==> src/design/pnch_pkg.sv <==
// Shared constants and functions for the column height noise pipeline.
`timescale 1ns / 1ps
package pnch_pkg;

   localparam logic [2:0] CSR_FREQUENCY   = 3'd0;
   localparam logic [2:0] CSR_AMPLITUDE   = 3'd1;
   localparam logic [2:0] CSR_QUANT_LVLS  = 3'd2;
   localparam logic [2:0] CSR_BASE_HEIGHT = 3'd3;
   localparam logic [2:0] CSR_MIN_HEIGHT  = 3'd4;
   localparam logic [2:0] CSR_MAX_HEIGHT  = 3'd5;

   localparam logic [31:0] HASH_M1 = 32'd3284157443;
   localparam logic [31:0] HASH_M2 = 32'd1911520717;
   localparam logic [31:0] HASH_M3 = 32'd2048419325;

   localparam longint PI_HALF_Q30 = 64'sd1686629713;
   localparam longint ONE_Q30     = 64'sd1073741824;

   localparam int NOISE_W = 19;
   localparam int DIV_W   = 20;
   localparam int DN_W    = 12;

   function automatic logic [31:0] rot16(input logic [31:0] v);
      return {v[15:0], v[31:16]};
   endfunction

   function automatic longint quarter_sine(input longint q, input int ab);
      longint x;
      longint x2;
      longint t;
      x  = (q * PI_HALF_Q30) >>> (ab - 2);
      x2 = (x * x) >>> 30;
      t  = ONE_Q30;
      t  = ONE_Q30 - ((x2 * t) >>> 30) / 110;
      t  = ONE_Q30 - ((x2 * t) >>> 30) / 72;
      t  = ONE_Q30 - ((x2 * t) >>> 30) / 42;
      t  = ONE_Q30 - ((x2 * t) >>> 30) / 20;
      t  = ONE_Q30 - ((x2 * t) >>> 30) / 6;
      return (((x * t) >>> 30) + 64'sd32768) >>> 16;
   endfunction

endpackage

==> src/design/pnch_hash.sv <==
// Three-stage multiply-rotate lattice corner hash.
`timescale 1ns / 1ps
module pnch_hash #(
   parameter int ANGLE_BITS = 10
) (
   input  logic                  clock,
   input  logic                  en,
   input  logic [31:0]           ci,
   input  logic [31:0]           cj,
   output logic [ANGLE_BITS-1:0] k
);
   import pnch_pkg::*;

   logic [31:0] a_ff, j_ff, b_ff, a2_ff, c_ff;

   always_ff @(posedge clock) begin
      if (en) begin
         a_ff  <= 32'(ci * HASH_M1);
         j_ff  <= cj;
         b_ff  <= 32'((j_ff ^ rot16(a_ff)) * HASH_M2);
         a2_ff <= a_ff;
         c_ff  <= 32'((a2_ff ^ rot16(b_ff)) * HASH_M3);
      end
   end

   assign k = c_ff[31 -: ANGLE_BITS];

endmodule

==> config.mk <==
export PLATFORM = sky130hd
export DESIGN_NAME = pnch_hash
export DESIGN_NICKNAME = d
export VERILOG_FILES = /design/src/design/pnch_pkg.sv /design/src/design/pnch_hash.sv
export SDC_FILE = /design/constraint.sdc
export NUM_CORES = 2
export LEC_CHECK = 0
export BUFFER_PORTS_ARGS = -buffer_cell sky130_fd_sc_hd__buf_2
export CORE_UTILIZATION = 55
export DETAILED_ROUTE_END_ITERATION = 16
export PLACE_DENSITY = 0.72
export SYNTH_ARGS = -nofsm -noshare
export SYNTH_HDL_FRONTEND = slang
export SYNTH_SLANG_ARGS = --single-unit
==> constraint.sdc <==
create_clock -name clock -period 19.95 [get_ports clock]
set_clock_uncertainty 0.1 [all_clocks]
set_input_delay 1.995 -clock clock [delete_from_list [all_inputs] [get_ports clock]]
set_output_delay 1.995 -clock clock [all_outputs]
set_load 0.05 [all_outputs]
After elaboration in Yosys (flattened, before gate mapping):

Index checks and enable logic that the tools add are counted.

* multiply operators: 3
* bitwise logic cells: 2

Operator list (count)
* $mul A32 B31 Y32 const B: 3
* $xor A32 B32 Y32: 2

* flip-flop bits (word level): 160
* bits of input ports: 66
* output and inout bits: 10
* logic and storage cells: 10

Longest topological paths before layout:

* word-level depth: 2
* gate-level depth with buffers: 24
* gate-level depth less buffers: 24

Worst setup path after synthesis:

Ideal clock, no wire load.

* kind: register -> register
* start point: register a_ff[20]
* end point: register b_ff[28] (data pin)
* library setup time: 0.136 ns
* arrival: 7.126 ns
* required time: 19.714 ns
* slack: 12.588 ns
* stages on the path, launching flop included: 24
* buffers on the path: 0
* clock period less this slack: 7.362 ns
* path through: edfxtp_1 xor2_1 clkinv_1 nor2_1 or2_2 inv_1 fa_1 fa_1 fa_1 inv_1 fa_1 fa_1 inv_1 fa_1 fa_1 inv_1 ha_1 a211oi_1 nand2_1 a31o_2 o2111ai_1 a31oi_2 or4b_2 nand3_1

* longest elaborated chain between the ends: 2

Ends and longest elaborated chain
* from (decl): RTL line pnch_hash.sv:14 `logic [31:0] a_ff, j_ff, b_ff, a2_ff, c_ff;`
* from (signal assigned): RTL line pnch_hash.sv:18 `a_ff <= 32'(ci * HASH_M1);`
* $xor A32 B32 Y32: RTL line pnch_hash.sv:20 `b_ff <= 32'((j_ff ^ rot16(a_ff)) * HASH_M2);`
* $mul A32 B31 Y32: RTL line pnch_hash.sv:20
* to (signal assigned): RTL line pnch_hash.sv:20
* to (decl): RTL line pnch_hash.sv:14

No other way between the ends.
A chain may end at the register's enable or synchronous reset.

Worst setup path after layout:

Ends and elaborated chain as after synthesis.

==> results.sh <==
export IMPL_ys_warn_count=0
export IMPL_drcViolationCount=0
export IMPL_grt_pass1_wl_um=108000
export IMPL_clkLatencyLatePin_ns=0.49
export IMPL_die_area_mm2=0.05159
export IMPL_grt_pass1_vias=19060
export IMPL_vias=17270
export IMPL_crit_path_end_kind="flip-flop"
export IMPL_synth_cell_types=62
export IMPL_crit_top_cell="fa_1"
export IMPL_path_cells="xor2_1, clkinv_1, xnor2_1, xnor2_1, fa_1, fa_1, fa_1, inv_1, fa_1, fa_1, inv_1, fa_1, fa_1, inv_1, ha_1, a211oi_1, nand2_1, a31o_2, o2111ai_1, a31oi_2, or4b_2, nand3_1"
export IMPL_nets=3719
export IMPL_die_y_um=227.1
export IMPL_worstMarginPinSlew_ns=1.024
export IMPL_layout_common_cells="797 x inv_1, 519 x fa_1, 517 x ha_1, 138 x edfxtp_1, 133 x xnor2_1"
export IMPL_dpl_hpwl_um=61150
export IMPL_worstPathRequired_ns=20.19
export IMPL_syn_num_nets=3621
export IMPL_maxCapViolations=0
export IMPL_port_buffer_count=75
export IMPL_min_period_ns=8.184
export IMPL_ant_nets=0
export IMPL_cp_max_fo=7
export IMPL_grt_setup_unrepaired="false"
export IMPL_dr_pass1_iters=5
export IMPL_drt_iter0_markers=1051
export IMPL_seq_area_frac_synth=0.1486
export IMPL_synth_area_leader_cell="fa_1"
export IMPL_num_fill_cells=4282
export IMPL_status="finished clean"
export IMPL_ys_seq_elements=138
export IMPL_syn_inst=2519
export IMPL_cts_tree="yes"
export IMPL_cpPeakStageDelay_ns=0.66
export IMPL_grt_max_degree=71
export IMPL_overflow=0
export IMPL_ctsHoldBuffers=0
export IMPL_syn_cell_area_mm2=0.02788
export IMPL_fin_crit_sh=0.4102
export IMPL_die_w_um=227.1
export IMPL_setup_tns_ns=0
export IMPL_cp_slowest_cell="or4b_2"
export IMPL_fin_cells=3303
export IMPL_grt_usage=0.2885
export IMPL_synthArstFlopShare=0
export IMPL_clk_path_buf_depth=2
export IMPL_wl_per_cell_um=20.76
export IMPL_final_common_cell="inv_1"
export IMPL_dp_cells=3270
export IMPL_gp_congestion=0.9657
export IMPL_min_path_type="flip-flop to flip-flop"
export IMPL_hold_violations=0
export IMPL_rows=82
export IMPL_synth_edf_count=138
export IMPL_path_class="flip-flop to flip-flop"
export IMPL_routed_via_density=5.228
export IMPL_drive_gt1_frac=0.05095
export IMPL_arrival_ns=8.42
export IMPL_root_buffer="clkbuf_16"
export IMPL_synth_main_ff_cell="edfxtp_1"
export IMPL_io_pins=76
export IMPL_cts_setup_buffers=0
export IMPL_coreArea_mm2=0.05007
export IMPL_area_growth_pct=6.629
export IMPL_yosys_top_cells_area="fa_1 37%, ha_1 23%, edfxtp_1 15%"
export IMPL_timing_final_max_slew_violations=0
export IMPL_avgSynthCellArea_um2=11.07
export IMPL_cts_resized=0
export IMPL_synth_top_cell_area_share=0.3727
export IMPL_cts_buffers=17
export IMPL_clk_pin_slew_ns=0.06
export IMPL_cts_sink_count=138
export IMPL_initial_core_util=0.5568
export IMPL_startpoint_type="flip-flop"
export IMPL_wl_um=68560
export IMPL_antenna_found_initial=2
export IMPL_fmax_ghz=0.1222
export IMPL_maxSlewHeadroom=0.3151
export IMPL_finalSetupViolCount=0
export IMPL_htree_levels=4
==> kinds of logic (layout without fill, tap and decap cells) <==
| logic type | count (synthesis) | in the layout | synth area share |
|---|---|---|---|
| buffers and inverters | 802 | 913 | 0.1080 |
| other | 0 | 1 | 0 |
| AND/OR/NAND/NOR | 136 | 136 | 0.02379 |
| AO/OA/AOI/OAI | 192 | 192 | 0.04726 |
| adder cells (fa/ha/maj) | 1036 | 1036 | 0.6047 |
| multiplexers | 1 | 1 | 0.0003591 |
| XOR/XNOR | 214 | 214 | 0.06723 |
| flip-flops | 138 | 138 | 0.1486 |
==> through the flow <==
stage,hold WS (ns),worst slack [ns],instance area (um2),util
5_1_grt,0.3825,11.19,29720,0.5937
3_5_place_dp,0.3579,11.83,29150,0.5821
3_3_place_gp,0.3526,12.01,29150,0.5821
6_report,0.3693,11.77,29730,0.5937
2_1_floorplan,0.3473,12.59,27880,-
4_1_cts,0.3722,11.80,29720,0.5937
==> cell type report <==
cell class                      count  area (um2)  share of cell area
Multi-Input combinational cell   1579       20720              0.6972
Sequential cell                   138        4144              0.1394
Inverter                          798        2995              0.1008
Tap cell                          672       840.8             0.02829
Timing Repair Buffer               83       441.7             0.01486
Clock buffer                       19       432.9             0.01456
Clock inverter                     13       145.1            0.004883
Antenna cell                        1       2.502          0.00008418
==> state kept, by name (all words and copies together) (netlist names) <==
register and cells:
b_ff 32, a_ff 32, j_ff 32, c_ff 10
a2_ff 32
==> worst max-delay path, delay by kind of cell, from the launching register on <==
kind	cells	cell delay, ns
adder cells (fa/ha/maj)	8	3.73
XOR/XNOR	3	1.34
AND/OR/NAND/NOR	3	0.88
buffers and inverters	4	0.59
flip-flops	1	0.40
AO/OA/AOI/OAI	4	0.99
==> per-layer routing <==
layer	part of all wire	GRT usage	vias up
li1	-	-	7973
met1	0.43	0.3878	8781
met2	0.48	0.4738	421
met3	0.055	0.05459	91
met4	0.028	0.08898	2
met5	0.00019	0	-
==> cells in the mapped netlist, types with 2 or more instances <==
master / n
inv_1: 797
fa_1: 519
ha_1: 517
edfxtp_1: 138
xnor2_1: 133
xor2_1: 81
a21oi_1: 55
nor2_1: 39
nand2_1: 33
o21ai_0: 31
a21o_1: 19
a211oi_1: 14
nor3_1: 12
o21a_1: 12
o21bai_1: 10
nand2b_1: 9
nand3_1: 8
a211o_1: 6
and3_1: 5
a21o_2: 4
a31o_2: 4
a31oi_1: 4
clkbuf_1: 4
nand4_1: 4
o2111ai_1: 4
o211ai_1: 4
or2_2: 4
or3_1: 4
a21boi_0: 3
and2_1: 3
nand3b_1: 3
nor2b_1: 3
a2111oi_0: 2
nor4_1: 2
o31ai_1: 2
==> worst paths after layout <==
path	startpoint	depth (start not counted)	endpoint	slack, ns
max	a_ff[20]$_DFFE_PP_	22	b_ff[28]$_DFFE_PP_	11.77
min	a_ff[4]$_DFFE_PP_	0	a2_ff[4]$_DFFE_PP_	0.37
max reg2reg	a_ff[20]$_DFFE_PP_	22	b_ff[28]$_DFFE_PP_	11.77
min reg2reg	a_ff[4]$_DFFE_PP_	0	a2_ff[4]$_DFFE_PP_	0.37
Power is left out: the tool's default activity adds up to more than one toggle a clock period on the data nets, which glitch-free logic cannot reach.
