$ cat config.mk
export PLATFORM = sky130hd
export DESIGN_NAME = pnch_fade
export DESIGN_NICKNAME = d
export VERILOG_FILES = /design/src/design/pnch_pkg.sv /design/src/design/pnch_fade.sv
export SDC_FILE = /design/constraint.sdc
export NUM_CORES = 2
export LEC_CHECK = 0
export BUFFER_PORTS_ARGS = -buffer_cell sky130_fd_sc_hd__buf_2
export CORE_ASPECT_RATIO = 2
export CORE_MARGIN = 5
export CORE_UTILIZATION = 45
export DETAILED_ROUTE_END_ITERATION = 10
export SETUP_SLACK_MARGIN = 0.1
export SLEW_MARGIN = 20
export SYNTH_ARGS = -nofsm -noshare
export SYNTH_HDL_FRONTEND = slang
export SYNTH_SLANG_ARGS = --single-unit
$ cat constraint.sdc
create_clock -name clock -period 16.8 [get_ports clock]
set_input_delay 0.84 -clock clock [delete_from_list [all_inputs] [get_ports clock]]
set_output_delay 0.84 -clock clock [all_outputs]
set_load 0.01 [all_outputs]
$ cat src/design/pnch_pkg.sv
// Shared constants and functions for the column height noise pipeline.
`timescale 1ns / 1ps
package pnch_pkg;

   localparam logic [2:0] CSR_FREQUENCY   = 3'd0;
   localparam logic [2:0] CSR_AMPLITUDE   = 3'd1;
   localparam logic [2:0] CSR_QUANT_LVLS  = 3'd2;
   localparam logic [2:0] CSR_BASE_HEIGHT = 3'd3;
   localparam logic [2:0] CSR_MIN_HEIGHT  = 3'd4;
   localparam logic [2:0] CSR_MAX_HEIGHT  = 3'd5;

   localparam logic [31:0] HASH_M1 = 32'd3284157443;
   localparam logic [31:0] HASH_M2 = 32'd1911520717;
   localparam logic [31:0] HASH_M3 = 32'd2048419325;

   localparam longint PI_HALF_Q30 = 64'sd1686629713;
   localparam longint ONE_Q30     = 64'sd1073741824;

   localparam int NOISE_W = 19;
   localparam int DIV_W   = 20;
   localparam int DN_W    = 12;

   function automatic logic [31:0] rot16(input logic [31:0] v);
      return {v[15:0], v[31:16]};
   endfunction

   function automatic longint quarter_sine(input longint q, input int ab);
      longint x;
      longint x2;
      longint t;
      x  = (q * PI_HALF_Q30) >>> (ab - 2);
      x2 = (x * x) >>> 30;
      t  = ONE_Q30;
      t  = ONE_Q30 - ((x2 * t) >>> 30) / 110;
      t  = ONE_Q30 - ((x2 * t) >>> 30) / 72;
      t  = ONE_Q30 - ((x2 * t) >>> 30) / 42;
      t  = ONE_Q30 - ((x2 * t) >>> 30) / 20;
      t  = ONE_Q30 - ((x2 * t) >>> 30) / 6;
      return (((x * t) >>> 30) + 64'sd32768) >>> 16;
   endfunction

endpackage

$ cat src/design/pnch_fade.sv
// Four-stage quintic fade curve, Q0.16 in, Q1.16 out.
`timescale 1ns / 1ps
module pnch_fade (
   input  logic        clock,
   input  logic        en,
   input  logic [15:0] t,
   output logic [16:0] u
);
   import pnch_pkg::*;

   logic signed [21:0] a_c;
   logic signed [38:0] p_ff, q_ff;
   logic [31:0] tt_ff, t3p_ff;
   logic [15:0] t1_ff;
   logic signed [21:0] b_ff;
   logic [16:0] u_ff;

   assign a_c = 22'sd6 * $signed({6'b0, t}) - 22'sd983040;

   always_ff @(posedge clock) begin
      if (en) begin
         p_ff   <= 39'($signed({1'b0, t})) * 39'(a_c);
         tt_ff  <= 32'(t * t);
         t1_ff  <= t;
         b_ff   <= 22'(p_ff >>> 16) + 22'sd655360;
         t3p_ff <= 32'(tt_ff[31:16] * t1_ff);
         q_ff   <= 39'($signed({1'b0, t3p_ff[31:16]})) * 39'(b_ff);
         u_ff   <= q_ff[32:16];
      end
   end

   assign u = u_ff;

endmodule

* Word level (Yosys, flattened, before mapping)
Index checks and enable logic that the tools add are counted.
** Word-level totals
- Flip-flop bits (word level) :: 190
- Input port bits :: 18
- Output and inout bits :: 17
- Logic and storage cells :: 14
** Operators by class
- Add/subtract/negate cells :: 2
- $mul :: 5
** Operators by type and width (number)
- 16-bit by 16-bit multiplier with 32-bit output :: 2
- 17-bit by 21-bit multiplier with 38-bit output :: 1
- 17-bit by 22-bit multiplier with 33-bit output :: 1
- 22-bit by 21-bit adder with 22-bit output (second input constant) :: 1
- 19-bit by 20-bit subtractor with 21-bit output (second input constant) :: 1
- 2-bit by 16-bit multiplier with 18-bit output (first input constant) :: 1

* Depth between registers and ports, before layout
- Word-level depth :: 3
- Mapped depth :: 41
- Depth with buffers taken out :: 38

* Worst setup path after synthesis
Ideal clock, no wire load.
- Path kind :: input-to-reg
- Start :: input port t[1]
- End :: register p_ff[32], data pin
- Library setup time :: 258 ps
- Arrival time :: 9780 ps
- Required time :: 16542 ps
- Setup slack :: 6762 ps
- Cell stages on the path :: 38
- Buffers on the path :: 3
- Cell sequence :: clkbuf_1 clkinv_1 fa_1 nor2b_1 o21ai_0 a21oi_1 o21ai_0 a21boi_1 o21ai_0 a21oi_1 o21a_1 xnor2_1 buf_2 inv_1 ha_1 clkbuf_1 nand2b_1 mux2_2 (+2 left out) fa_1 inv_1 fa_1 fa_1 inv_1 fa_1 inv_1 ha_1 a21o_1 a21o_1 a211o_1 a221o_1 a21oi_2 nor2b_1 o21a_1 or2_1 a21oi_1 xnor2_1
** Between the ends
- Word-level cells in the longest chain between the ends :: 3
** RTL lines
- from (decl) :: line pnch_fade.sv:6 : input logic [15:0] t,
- 2-bit by 16-bit multiplier with 18-bit output :: line pnch_fade.sv:18 : assign a_c = 22'sd6 * $signed({6'b0, t}) - 22'sd983040;
- 19-bit by 20-bit subtractor with 21-bit output :: line pnch_fade.sv:18
- 17-bit by 21-bit multiplier with 38-bit output * :: line pnch_fade.sv:22 : p_ff <= 39'($signed({1'b0, t})) * 39'(a_c);
- to (signal assigned) :: line pnch_fade.sv:22
- to (decl) :: line pnch_fade.sv:12 : logic signed [38:0] p_ff, q_ff;
Mark *: on every way between the ends. The rest lies on a longest branch, timed or not.
A chain may end at the register's enable or synchronous reset.

* Worst setup path after layout
- Start :: input port t[2]
- End :: register p_ff[32], data pin
The elaborated chain is that of the path after synthesis.

==> impl_metrics.toml <==
[status]
outcome = "finished clean"

[cts]
cts_resized = 0
root_buffer = "clkbuf_16"
holdBufCountCts = 0
cts_setup_buffers = 0
clkTransAtPathRegs_ns = 0.06
cts.sinks = 126
htreeDepth = 4
worstSkewPairLatency_ns = 0.50
numCtsBuffers = 17
cts_tree = "built"
clockBufferDepth = 2

[die]
core_area_sq_um = 91500
die_w_microns = 225
die_h_microns = 439
rows = 157
ios = 35
initial_core_util_pct = 45.3
die_area_sq_um = 98600

[timing]
fin_setup_tns_ns = 0
layout_setup_ws_ns = 6.15
rsz0062_at_grt = "false"
timing.fmax_ghz = 0.0939
finalHoldViolCount = 0
finalClockSkew_ns = 0.0373
worstMarginPinSlew_ns = 1.17
fin_crit_ns = 10.65
fin_crit_sh_pct = 63.4
slew_headroom_pct = 21.9
final_max_slew_viol_count = 0
setup_viol = 0

[grt]
antenna_found_initial = 0
grt_pass1_wl_mm = 173
grt_overflow = 0
grt_max_degree = 70
grt_pass1_vias = 33100
grt_use_total_pct = 22.8

[worst_setup_path]
reg2reg_to = "q_ff[27]"
crit_family = "adder cells"
timing.rr.start = "t3p_ff[19]"
path_max_fanout = 34
cpPeakStageDelay_ns = 0.85
cp.required_ns = 17.03
cp_num_cells = 37
path_buf_inv = 7
criticalPathCategory = "in2reg"
worst_setup_path_start_kind = "primary input"
crit_top_cell = "fa_1"
crit_slowest_cell = "ha_1"
r2r_slack_ns = 9.20
cp-end-kind = "flip-flop"
critPathArrivalTime_ns = 10.89
rr_worst_depth = 23

[worst_hold_path]
hold_path_class = "reg2reg"
min-delay-start = "q_ff[30]"
min_to = "u[14]"
worstHoldPathCells = 0

[finish]
area_growth_pct = 4.85
antennaDiodeCount = 0
drive_above_1_share_pct = 3.14
fin_nets = 5677
fillers = 8901

[synthesis]
synthAdderAreaFrac_pct = 59.3
synth.distinct_cells = 63
syn_nets = 5741
synth_area_leaders = "fa_1 (47%), ha_1 (12%), inv_1 (11%)"
synth_compound_area_share_pct = 3.59
postSynthCellCount = 4347
ys_seq_area_share_pct = 9.13
synth_ff_type = "edfxtp_1"
synth_top_family_by_area = "adder cells"
ys_top_cells_by_count = "inv_1 (1184), fa_1 (978), nand2_1 (591), ha_1 (398), and2_1 (306)"
synth_mux_area_share_pct = 0.465
yosys.cell_count.top_type = "inv_1"
yosysTopAreaCellShare_pct = 47.3
netlist_area_sq_um = 41400
yosysWarnings = 0
ys_ff_latch = 126
synth_edf_count = 126
synth-simple-area-share_pct = 12.9
async_flop_share_pct = 0
synth_xor_area_share_pct = 2.41
yosysTopAreaCell = "fa_1"
syn_avg_cell_area_sq_um = 9.53

[detailed_routing]
routed_wl_mm = 107
ant_nets = 0
drtPass1Iterations = 8
vias_per_cell = 5.17
remaining_drc_errors = 0
avgRoutedWirePerCell_microns = 19.4
vias = 28400
drt_iter0_drc = 1125

[place]
numPortBuffers = 34
pre_cts_slack_ns = 5.72
dp_hpwl_mm = 88.4
gp_congestion = 0.901

[job]
drv_cap = 0
## flip-flops by register name (all words and copies together), names as in the netlist
| signal | cells |
|---|---|
| b_ff | 22 |
| p_ff | 23 |
| q_ff | 17 |
| t1_ff | 15 |
| t3p_ff | 16 |
| tt_ff | 16 |
| u | 17 |
## layer usage
| metal | share of wire [%] | track usage (%) | vias to the layer above | wire, microns |
|---|---|---|---|---|
| met4 | 8.0 | 15.0 | 0 | 8560 |
| li1 | - | - | 12500 | - |
| met2 | 57 | 45.0 | 735 | 61200 |
| met1 | 31 | 21.6 | 14700 | 33400 |
| met5 | 0 | 0 | - | 0 |
| met3 | 3.3 | 2.30 | 380 | 3520 |
## kinds of logic after synthesis
kind of cell,count (synthesis)
muxes,18
and+or+nand+nor,1144
AOI/OAI and AO/OA,223
xor gates and xnor gates,114
adders and majority gates,1376
buffers and inverters,1346
DFF,126
## how the worst max path moves through the flow
stage | start | end | slack (ns)
finish | t[2] | p_ff[32] | 6.15
global route | t[2] | p_ff[32] | 5.64
CTS | t[1] | p_ff[32] | 6.25
detailed placement | t[1] | p_ff[32] | 5.72
global placement | t[1] | p_ff[32] | 5.86
floorplan | t[1] | p_ff[32] | 6.76
## worst register-to-register path: cells and delay by family (launching register included)
| family | cells | cell delay (ns) |
|---|---|---|
| AND/OR/NAND/NOR | 2 | 0.29 |
| buffers and inverters | 5 | 0.28 |
| flip-flops | 1 | 0.96 |
| XOR/XNOR | 1 | 0.15 |
| adder cells (fa/ha/maj) | 7 | 3.30 |
| AO/OA/AOI/OAI | 8 | 2.39 |
## cells in the final DEF, fill, tap and decap left out, drive strengths merged, types with 4 or more instances in the layout
master / instances
clkbuf: 17
o21bai: 9
o211ai: 5
nor2: 124
buf: 73
o21ai: 37
and2: 307
a31o: 4
edfxtp: 126
mux2i: 8
nand2b: 24
fa: 978
xor2: 33
clkinv: 7
a31oi: 13
nor2b: 20
a21o: 32
ha: 398
a21oi: 56
nand4: 6
nand3: 15
xnor2: 81
inv: 1193
nand2: 591
o21a: 30
or2: 6
nor3: 31
and3: 11
a211oi: 6
mux2: 10
## area by class of cell
type | instances | area [sq um] | area share (%)
multi-input combinational | 2875 | 32600 | 75.0
inverter | 1190 | 4470 | 10.3
sequential | 126 | 3780 | 8.71
tap | 1192 | 1490 | 3.43
timing repair buffer | 73 | 469 | 1.08
clock buffer | 17 | 425 | 0.980
clock inverter | 15 | 203 | 0.467
## per-stage QoR
step	utilization [%]	hold slack [ns]	area (sq um)	instances
4_1_cts	47.4	0.419	43400	5488
3_3_place_gp	46.7	0.402	42800	5456
5_1_grt	47.4	0.431	43400	5488
3_5_place_dp	46.8	0.405	42800	5456
6_report	47.4	0.418	43400	5488
2_1_floorplan	-	0.400	41400	4347
Power is left out: the tool's default activity adds up to more than one toggle a clock period on the data nets, which glitch-free logic cannot reach.
