$ cat config.mk
export PLATFORM = sky130hd
export DESIGN_NAME = pnch_div
export DESIGN_NICKNAME = d
export VERILOG_FILES = /design/src/design/pnch_pkg.sv /design/src/design/pnch_div.sv
export SDC_FILE = /design/constraint.sdc
export NUM_CORES = 1
export LEC_CHECK = 0
export ABC_AREA = 1
export BUFFER_PORTS_ARGS = -buffer_cell sky130_fd_sc_hd__buf_2
export CORE_ASPECT_RATIO = 0.5
export CORE_MARGIN = 2
export CORE_UTILIZATION = 40
export CTS_CLUSTER_DIAMETER = 120
export DETAILED_ROUTE_END_ITERATION = 7
export PLACE_DENSITY = 0.52
export SLEW_MARGIN = 20
export SYNTH_ARGS = -nofsm -noshare
export SYNTH_HDL_FRONTEND = slang
export SYNTH_SLANG_ARGS = --single-unit
$ cat constraint.sdc
create_clock -name clock -period 2.5 [get_ports clock]
set_input_delay 0.125 -clock clock [delete_from_list [all_inputs] [get_ports clock]]
set_output_delay 0.125 -clock clock [all_outputs]
set_load 0.02 [all_outputs]
$ cat src/design/pnch_pkg.sv
// Shared constants and functions for the column height noise pipeline.
`timescale 1ns / 1ps
package pnch_pkg;

   localparam logic [2:0] CSR_FREQUENCY   = 3'd0;
   localparam logic [2:0] CSR_AMPLITUDE   = 3'd1;
   localparam logic [2:0] CSR_QUANT_LVLS  = 3'd2;
   localparam logic [2:0] CSR_BASE_HEIGHT = 3'd3;
   localparam logic [2:0] CSR_MIN_HEIGHT  = 3'd4;
   localparam logic [2:0] CSR_MAX_HEIGHT  = 3'd5;

   localparam logic [31:0] HASH_M1 = 32'd3284157443;
   localparam logic [31:0] HASH_M2 = 32'd1911520717;
   localparam logic [31:0] HASH_M3 = 32'd2048419325;

   localparam longint PI_HALF_Q30 = 64'sd1686629713;
   localparam longint ONE_Q30     = 64'sd1073741824;

   localparam int NOISE_W = 19;
   localparam int DIV_W   = 20;
   localparam int DN_W    = 12;

   function automatic logic [31:0] rot16(input logic [31:0] v);
      return {v[15:0], v[31:16]};
   endfunction

   function automatic longint quarter_sine(input longint q, input int ab);
      longint x;
      longint x2;
      longint t;
      x  = (q * PI_HALF_Q30) >>> (ab - 2);
      x2 = (x * x) >>> 30;
      t  = ONE_Q30;
      t  = ONE_Q30 - ((x2 * t) >>> 30) / 110;
      t  = ONE_Q30 - ((x2 * t) >>> 30) / 72;
      t  = ONE_Q30 - ((x2 * t) >>> 30) / 42;
      t  = ONE_Q30 - ((x2 * t) >>> 30) / 20;
      t  = ONE_Q30 - ((x2 * t) >>> 30) / 6;
      return (((x * t) >>> 30) + 64'sd32768) >>> 16;
   endfunction

endpackage

$ cat src/design/pnch_div.sv
// Pipelined restoring divider, one quotient bit per stage.
`timescale 1ns / 1ps
module pnch_div #(
   parameter int DW = 20,
   parameter int SW = 13
) (
   input  logic          clock,
   input  logic          en,
   input  logic [DW-1:0] dvd,
   input  logic [7:0]    dvs,
   input  logic [SW-1:0] side_in,
   output logic [DW-1:0] quo,
   output logic [SW-1:0] side_out
);
   import pnch_pkg::*;

   logic [7:0]    rem_ff  [DW];
   logic [DW-1:0] x_ff    [DW];
   logic [SW-1:0] s_ff    [DW];

   for (genvar g = 0; g < DW; g++) begin : g_stage
      logic [7:0]    rem_p;
      logic [DW-1:0] x_p;
      logic [SW-1:0] s_p;
      logic [8:0]    cat;
      logic          ge;
      logic [8:0]    diff;
      if (g == 0) begin : g_first
         assign rem_p = 8'd0;
         assign x_p   = dvd;
         assign s_p   = side_in;
      end else begin : g_next
         assign rem_p = rem_ff[g-1];
         assign x_p   = x_ff[g-1];
         assign s_p   = s_ff[g-1];
      end
      assign cat  = {rem_p, x_p[DW-1]};
      assign ge   = cat >= {1'b0, dvs};
      assign diff = cat - {1'b0, dvs};
      always_ff @(posedge clock) begin
         if (en) begin
            rem_ff[g] <= ge ? diff[7:0] : cat[7:0];
            x_ff[g]   <= {x_p[DW-2:0], ge};
            s_ff[g]   <= s_p;
         end
      end
   end

   assign quo      = x_ff[DW-1];
   assign side_out = s_ff[DW-1];

endmodule

## Yosys cells after proc, flatten, opt, wreduce, memory -nomap -nowiden

Memories as Yosys holds them, arrays and structs flattened.
Index checks and enable logic that the tools add are counted.

- Register bits after elaboration: 0
- Bits in writable memories: 820
- Input bits: 43
- Output and inout bits: 33
- Logic and storage cells: 65
- Memories kept: 3

Memory list:

| name | words | width | rd ports | clocked after Yosys merged registers in | wr ports | RTL line | RTL |
|---|---|---|---|---|---|---|---|
| x_ff | 20 | 20 | 20 | 0 | 20 | pnch_div.sv:18 | `logic [DW-1:0] x_ff [DW];` |
| s_ff | 20 | 13 | 20 | 0 | 20 | pnch_div.sv:19 | `logic [SW-1:0] s_ff [DW];` |
| rem_ff | 20 | 8 | 19 | 0 | 20 | pnch_div.sv:17 | `logic [7:0] rem_ff [DW];` |

- Add/subtract/negate cells: 20
- Order comparisons: 20
- Multiplexer cells: 22

Operators by type and width:

| kind | count |
|---|---|
| $ge A9 B8 Y1 | 19 |
| $mux W8 | 20 |
| $sub A8 B8 Y8 | 19 |
| $ge A1 B8 Y1 | 1 |
| $sub A1 B8 Y8 | 1 |
| $mux W1 | 2 |

## Longest topological paths before layout

An unclocked memory read counts as a cell.

- Depth in word-level cells: 3
- Mapped depth: 11
- Gate-level depth less buffers: 11

## Worst setup path after synthesis

No wires, ideal clock.

- Kind: input -> register
- Start point: in dvs[6]
- End point: mem rem_ff[12][7], data pin
- Library setup time: 252 ps
- Arrival time: 1598 ps
- Data required time: 2248 ps
- Setup slack: 650 ps
- Stages on the path: 10
- Path buffers: 0
- Cell sequence: inv_1 ha_1 nand2_1 nand2_1 nand2_1 nand2_1 nor2_2 nand2_4 nand2_1 nand2_1

RTL lines:

| what | RTL line | RTL |
|---|---|---|
| start: declaration | pnch_div.sv:10 | `input logic [7:0] dvs,` |
| end: declaration | pnch_div.sv:17 |  |

==> summary.txt <==
status -> complete, no violations
Crit Reg-Reg Startpoint -> rem_ff[13][2]$_DFFE_PP_
clk_skew -> 19.8 ps
worst path cell trace -> dlygate4sd3_1, buf_2, inv_1, buf_12, ha_1, nand2_1, clkinv_1, a21oi_1, nand2_1, nand2_4, nand2_4, nand2_1, nand2_1
IO Count -> 76
Die H -> 212 um
# diodes -> 0
flop-to-flop setup slack -> 530 ps
Worst path most repeated cell -> nand2_1
H-tree depth -> 3
placed standard-cell area -> 37,000 um2
Area Overhead vs Synth -> 15.2%
Worst Path Max Fanout -> 19
worst hold path type -> in -> reg
post-synthesis cell count -> 2,722
fin nets -> 3,164
gr usage total -> 0.141
1st-iter DRT viols -> 1,257
Fin Hold WS -> 94.9 ps
DRT Wirelength -> 61.0 mm
setup tns final -> 0 ps
Place WS -> 422 ps
detailed-route DRC error count -> 0
RePlAce Congestion -> 0.836
final setup violation count -> 0
Clock Pin Slew Worst Setup and Hold Paths -> 70 ps
maximum clock path buffer count -> 3
Syn Std Cell Area -> 34,600 um2
CTS root buf -> clkbuf_16
Max Cap Violations -> 0
slowest cell on the critical path -> dlygate4sd3_1
Crit Path Class -> in -> reg
post_cts resized -> 0
TritonCTS Buffers -> 76
Congestion Overflow GR -> 0
Tcrit/Tclk final -> 0.805
Arr. time, crit path -> 2400 ps
first-pass GRT wire length -> 98.9 mm
initial antenna violation count -> 0
layout cell share with drive strength beyond 1 -> 0.107
buffers added on ports -> 75
PwrDens -> 1040 nW/um2
CP peak stage delay -> 540 ps
cell depth of the worst hold path -> 4
fin. max-slew vios -> 0
Initial Utilization -> 0.403
flops & latches, synth -> 812
Final Critical Period -> 2010 ps
syn avg cell area -> 12.7 um2
YS warnings -> 0
hold_buf cts -> 40
Site Rows -> 76
worst-margin pin slew -> 652 ps
leakage -> 0.0165 uW
largest net degree at the start of global routing -> 94
Crit. End Element -> flip-flop
final worst slack -> 488 ps
antenna-violating nets left -> 0
sequential-to-total area share from yosys stat -> 0.704
Crit path required time -> 2880 ps
Core Area -> 85,900 um2
Yosys cell types -> 31
vias in the first global route -> 18,900
Post-Syn Nets -> 2,937
vias per inst -> 4.62
Hold Vio Cnt, Final -> 0
post-route cell area -> 39,900 um2
Worst-Skew Late Latency -> 660 ps
worst vdd ir -> 0.461 mV
Die Area -> 89,100 um2
CTS tree -> built
Slew HR -> 0.565
RSZ-0062 raised after global routing -> no
Clock Sinks -> 812
Worst setup SP type -> primary input
Hold Crit Start -> dvs[6]
Die X-Extent -> 420 um
path depth of the worst reg2reg path -> 9
post-CTS setup buffers -> 0
Fmax -> 497 MHz
via count -> 19,300
hpwl dp -> 39.3 mm
WHS Endpoint -> rem_ff[0][6]$_SDFFCE_PP0P_
drt pass-1 iters -> 6
routed wire length per instance -> 14.6 um
worst r2r dst -> rem_ff[14][2]$_DFFE_PP_
## critical path, delay by kind of cell
kind                       cells  cell delay, ps
AOI/OAI and AO/OA              1             190
adders and majority gates      1             330
buffers and inverters          5            1070
and+or+nand+nor                6             610
## how the worst max path moves through the flow
| stage | startpoint | endpoint | slack (ps) | cells past startpoint |
|---|---|---|---|---|
| 3_5_place_dp | dvs[3] | rem_ff[1][7]$_DFFE_PP_ | 420 | 12 |
| 2_1_floorplan | dvs[6] | rem_ff[12][7]$_DFFE_PP_ | 650 | 10 |
| 5_1_grt | dvs[3] | rem_ff[17][7]$_DFFE_PP_ | 380 | 13 |
| 6_report | dvs[3] | rem_ff[14][2]$_DFFE_PP_ | 490 | 13 |
| 4_1_cts | rem_ff[0][2]$_SDFFCE_PP0P_ | rem_ff[1][7]$_DFFE_PP_ | 540 | 9 |
| 3_3_place_gp | dvs[3] | rem_ff[1][7]$_DFFE_PP_ | 420 | 12 |
## registers in the layout (all words and copies together) (netlist names)
signal / cells
x_ff: 400
rem_ff: 152
s_ff: 260
## metal layers
metal	global-route usage	vias up	wire length (um)
li1	-	9858	-
met1	0.199	9088	30400
met2	0.217	264	27000
met3	0.0273	104	2220
met4	0.0484	0	1360
met5	0	-	0
## report_power, final
group	switching, uW	total (uW)	internal [uW]
registers	1000	18700	17700
logic	7130	11400	4230
clock network	5020	11600	6550
## through the flow
| stage | power, uW | cells | util |
|---|---|---|---|
| after floorplan | 27300 | 2722 | - |
| after global placement | 30100 | 4001 | 0.431 |
| after detailed placement | 30200 | 4001 | 0.431 |
| after CTS | 42100 | 4177 | 0.464 |
| after global routing | 44500 | 4177 | 0.464 |
| final | 41600 | 4177 | 0.464 |
## synth_stat cells
cell type,count,area [um2]
a21oi_1,65,325
a21oi_2,15,131
a21oi_4,6,97.6
and2_4,1,8.76
buf_2,11,55.1
buf_4,5,37.5
buf_6,3,33.8
clkinv_1,11,41.3
edfxtp_1,812,24400
fa_1,18,360
ha_1,154,1930
inv_1,292,1100
inv_2,3,11.3
nand2_1,787,2950
nand2_2,12,75.1
nand2_4,33,372
nand2_8,1,20.0
nand3_1,256,1280
nand3b_1,10,75.1
nand4_1,39,244
nor2_1,96,360
nor2_2,4,25.0
nor2_4,8,90.1
nor3_1,20,100
nor4_1,1,6.26
o21ai_0,1,5.00
o21ai_1,1,5.00
or2_0,1,6.26
or2_2,1,6.26
xnor2_1,18,158
xor2_1,37,324
## final cells by class
cell class / instances / area [um2]
multi-input cells: 1585 / 8960
clock buffers: 93 / 2030
well taps: 1170 / 1460
inverters: 306 / 1150
clock inverters: 43 / 444
flip-flops and latches: 812 / 24400
fillers: 7587 / 46000
repair buffers: 168 / 1450
## cell families after synthesis
family	after synthesis	synth area share
flops	812	0.704
buf+inv	325	0.0368
fa+ha+maj	172	0.0661
xor+xnor	55	0.0139
compound gates	88	0.0163
simple gates	1270	0.162
## cell usage in the layout (no fill, tap or decap), drive strengths merged, types with 20 or more instances in the layout
master,synthesis,final
a21oi,86,86
buf,19,128
clkbuf,0,93
clkinv,11,37
dlygate4sd3,0,40
edfxtp,812,812
ha,154,154
inv,295,301
nand2,833,833
nand3,256,256
nand4,39,39
nor2,108,108
nor3,20,20
xor2,37,37
Note: power is estimated with default switching activity, not from simulation.
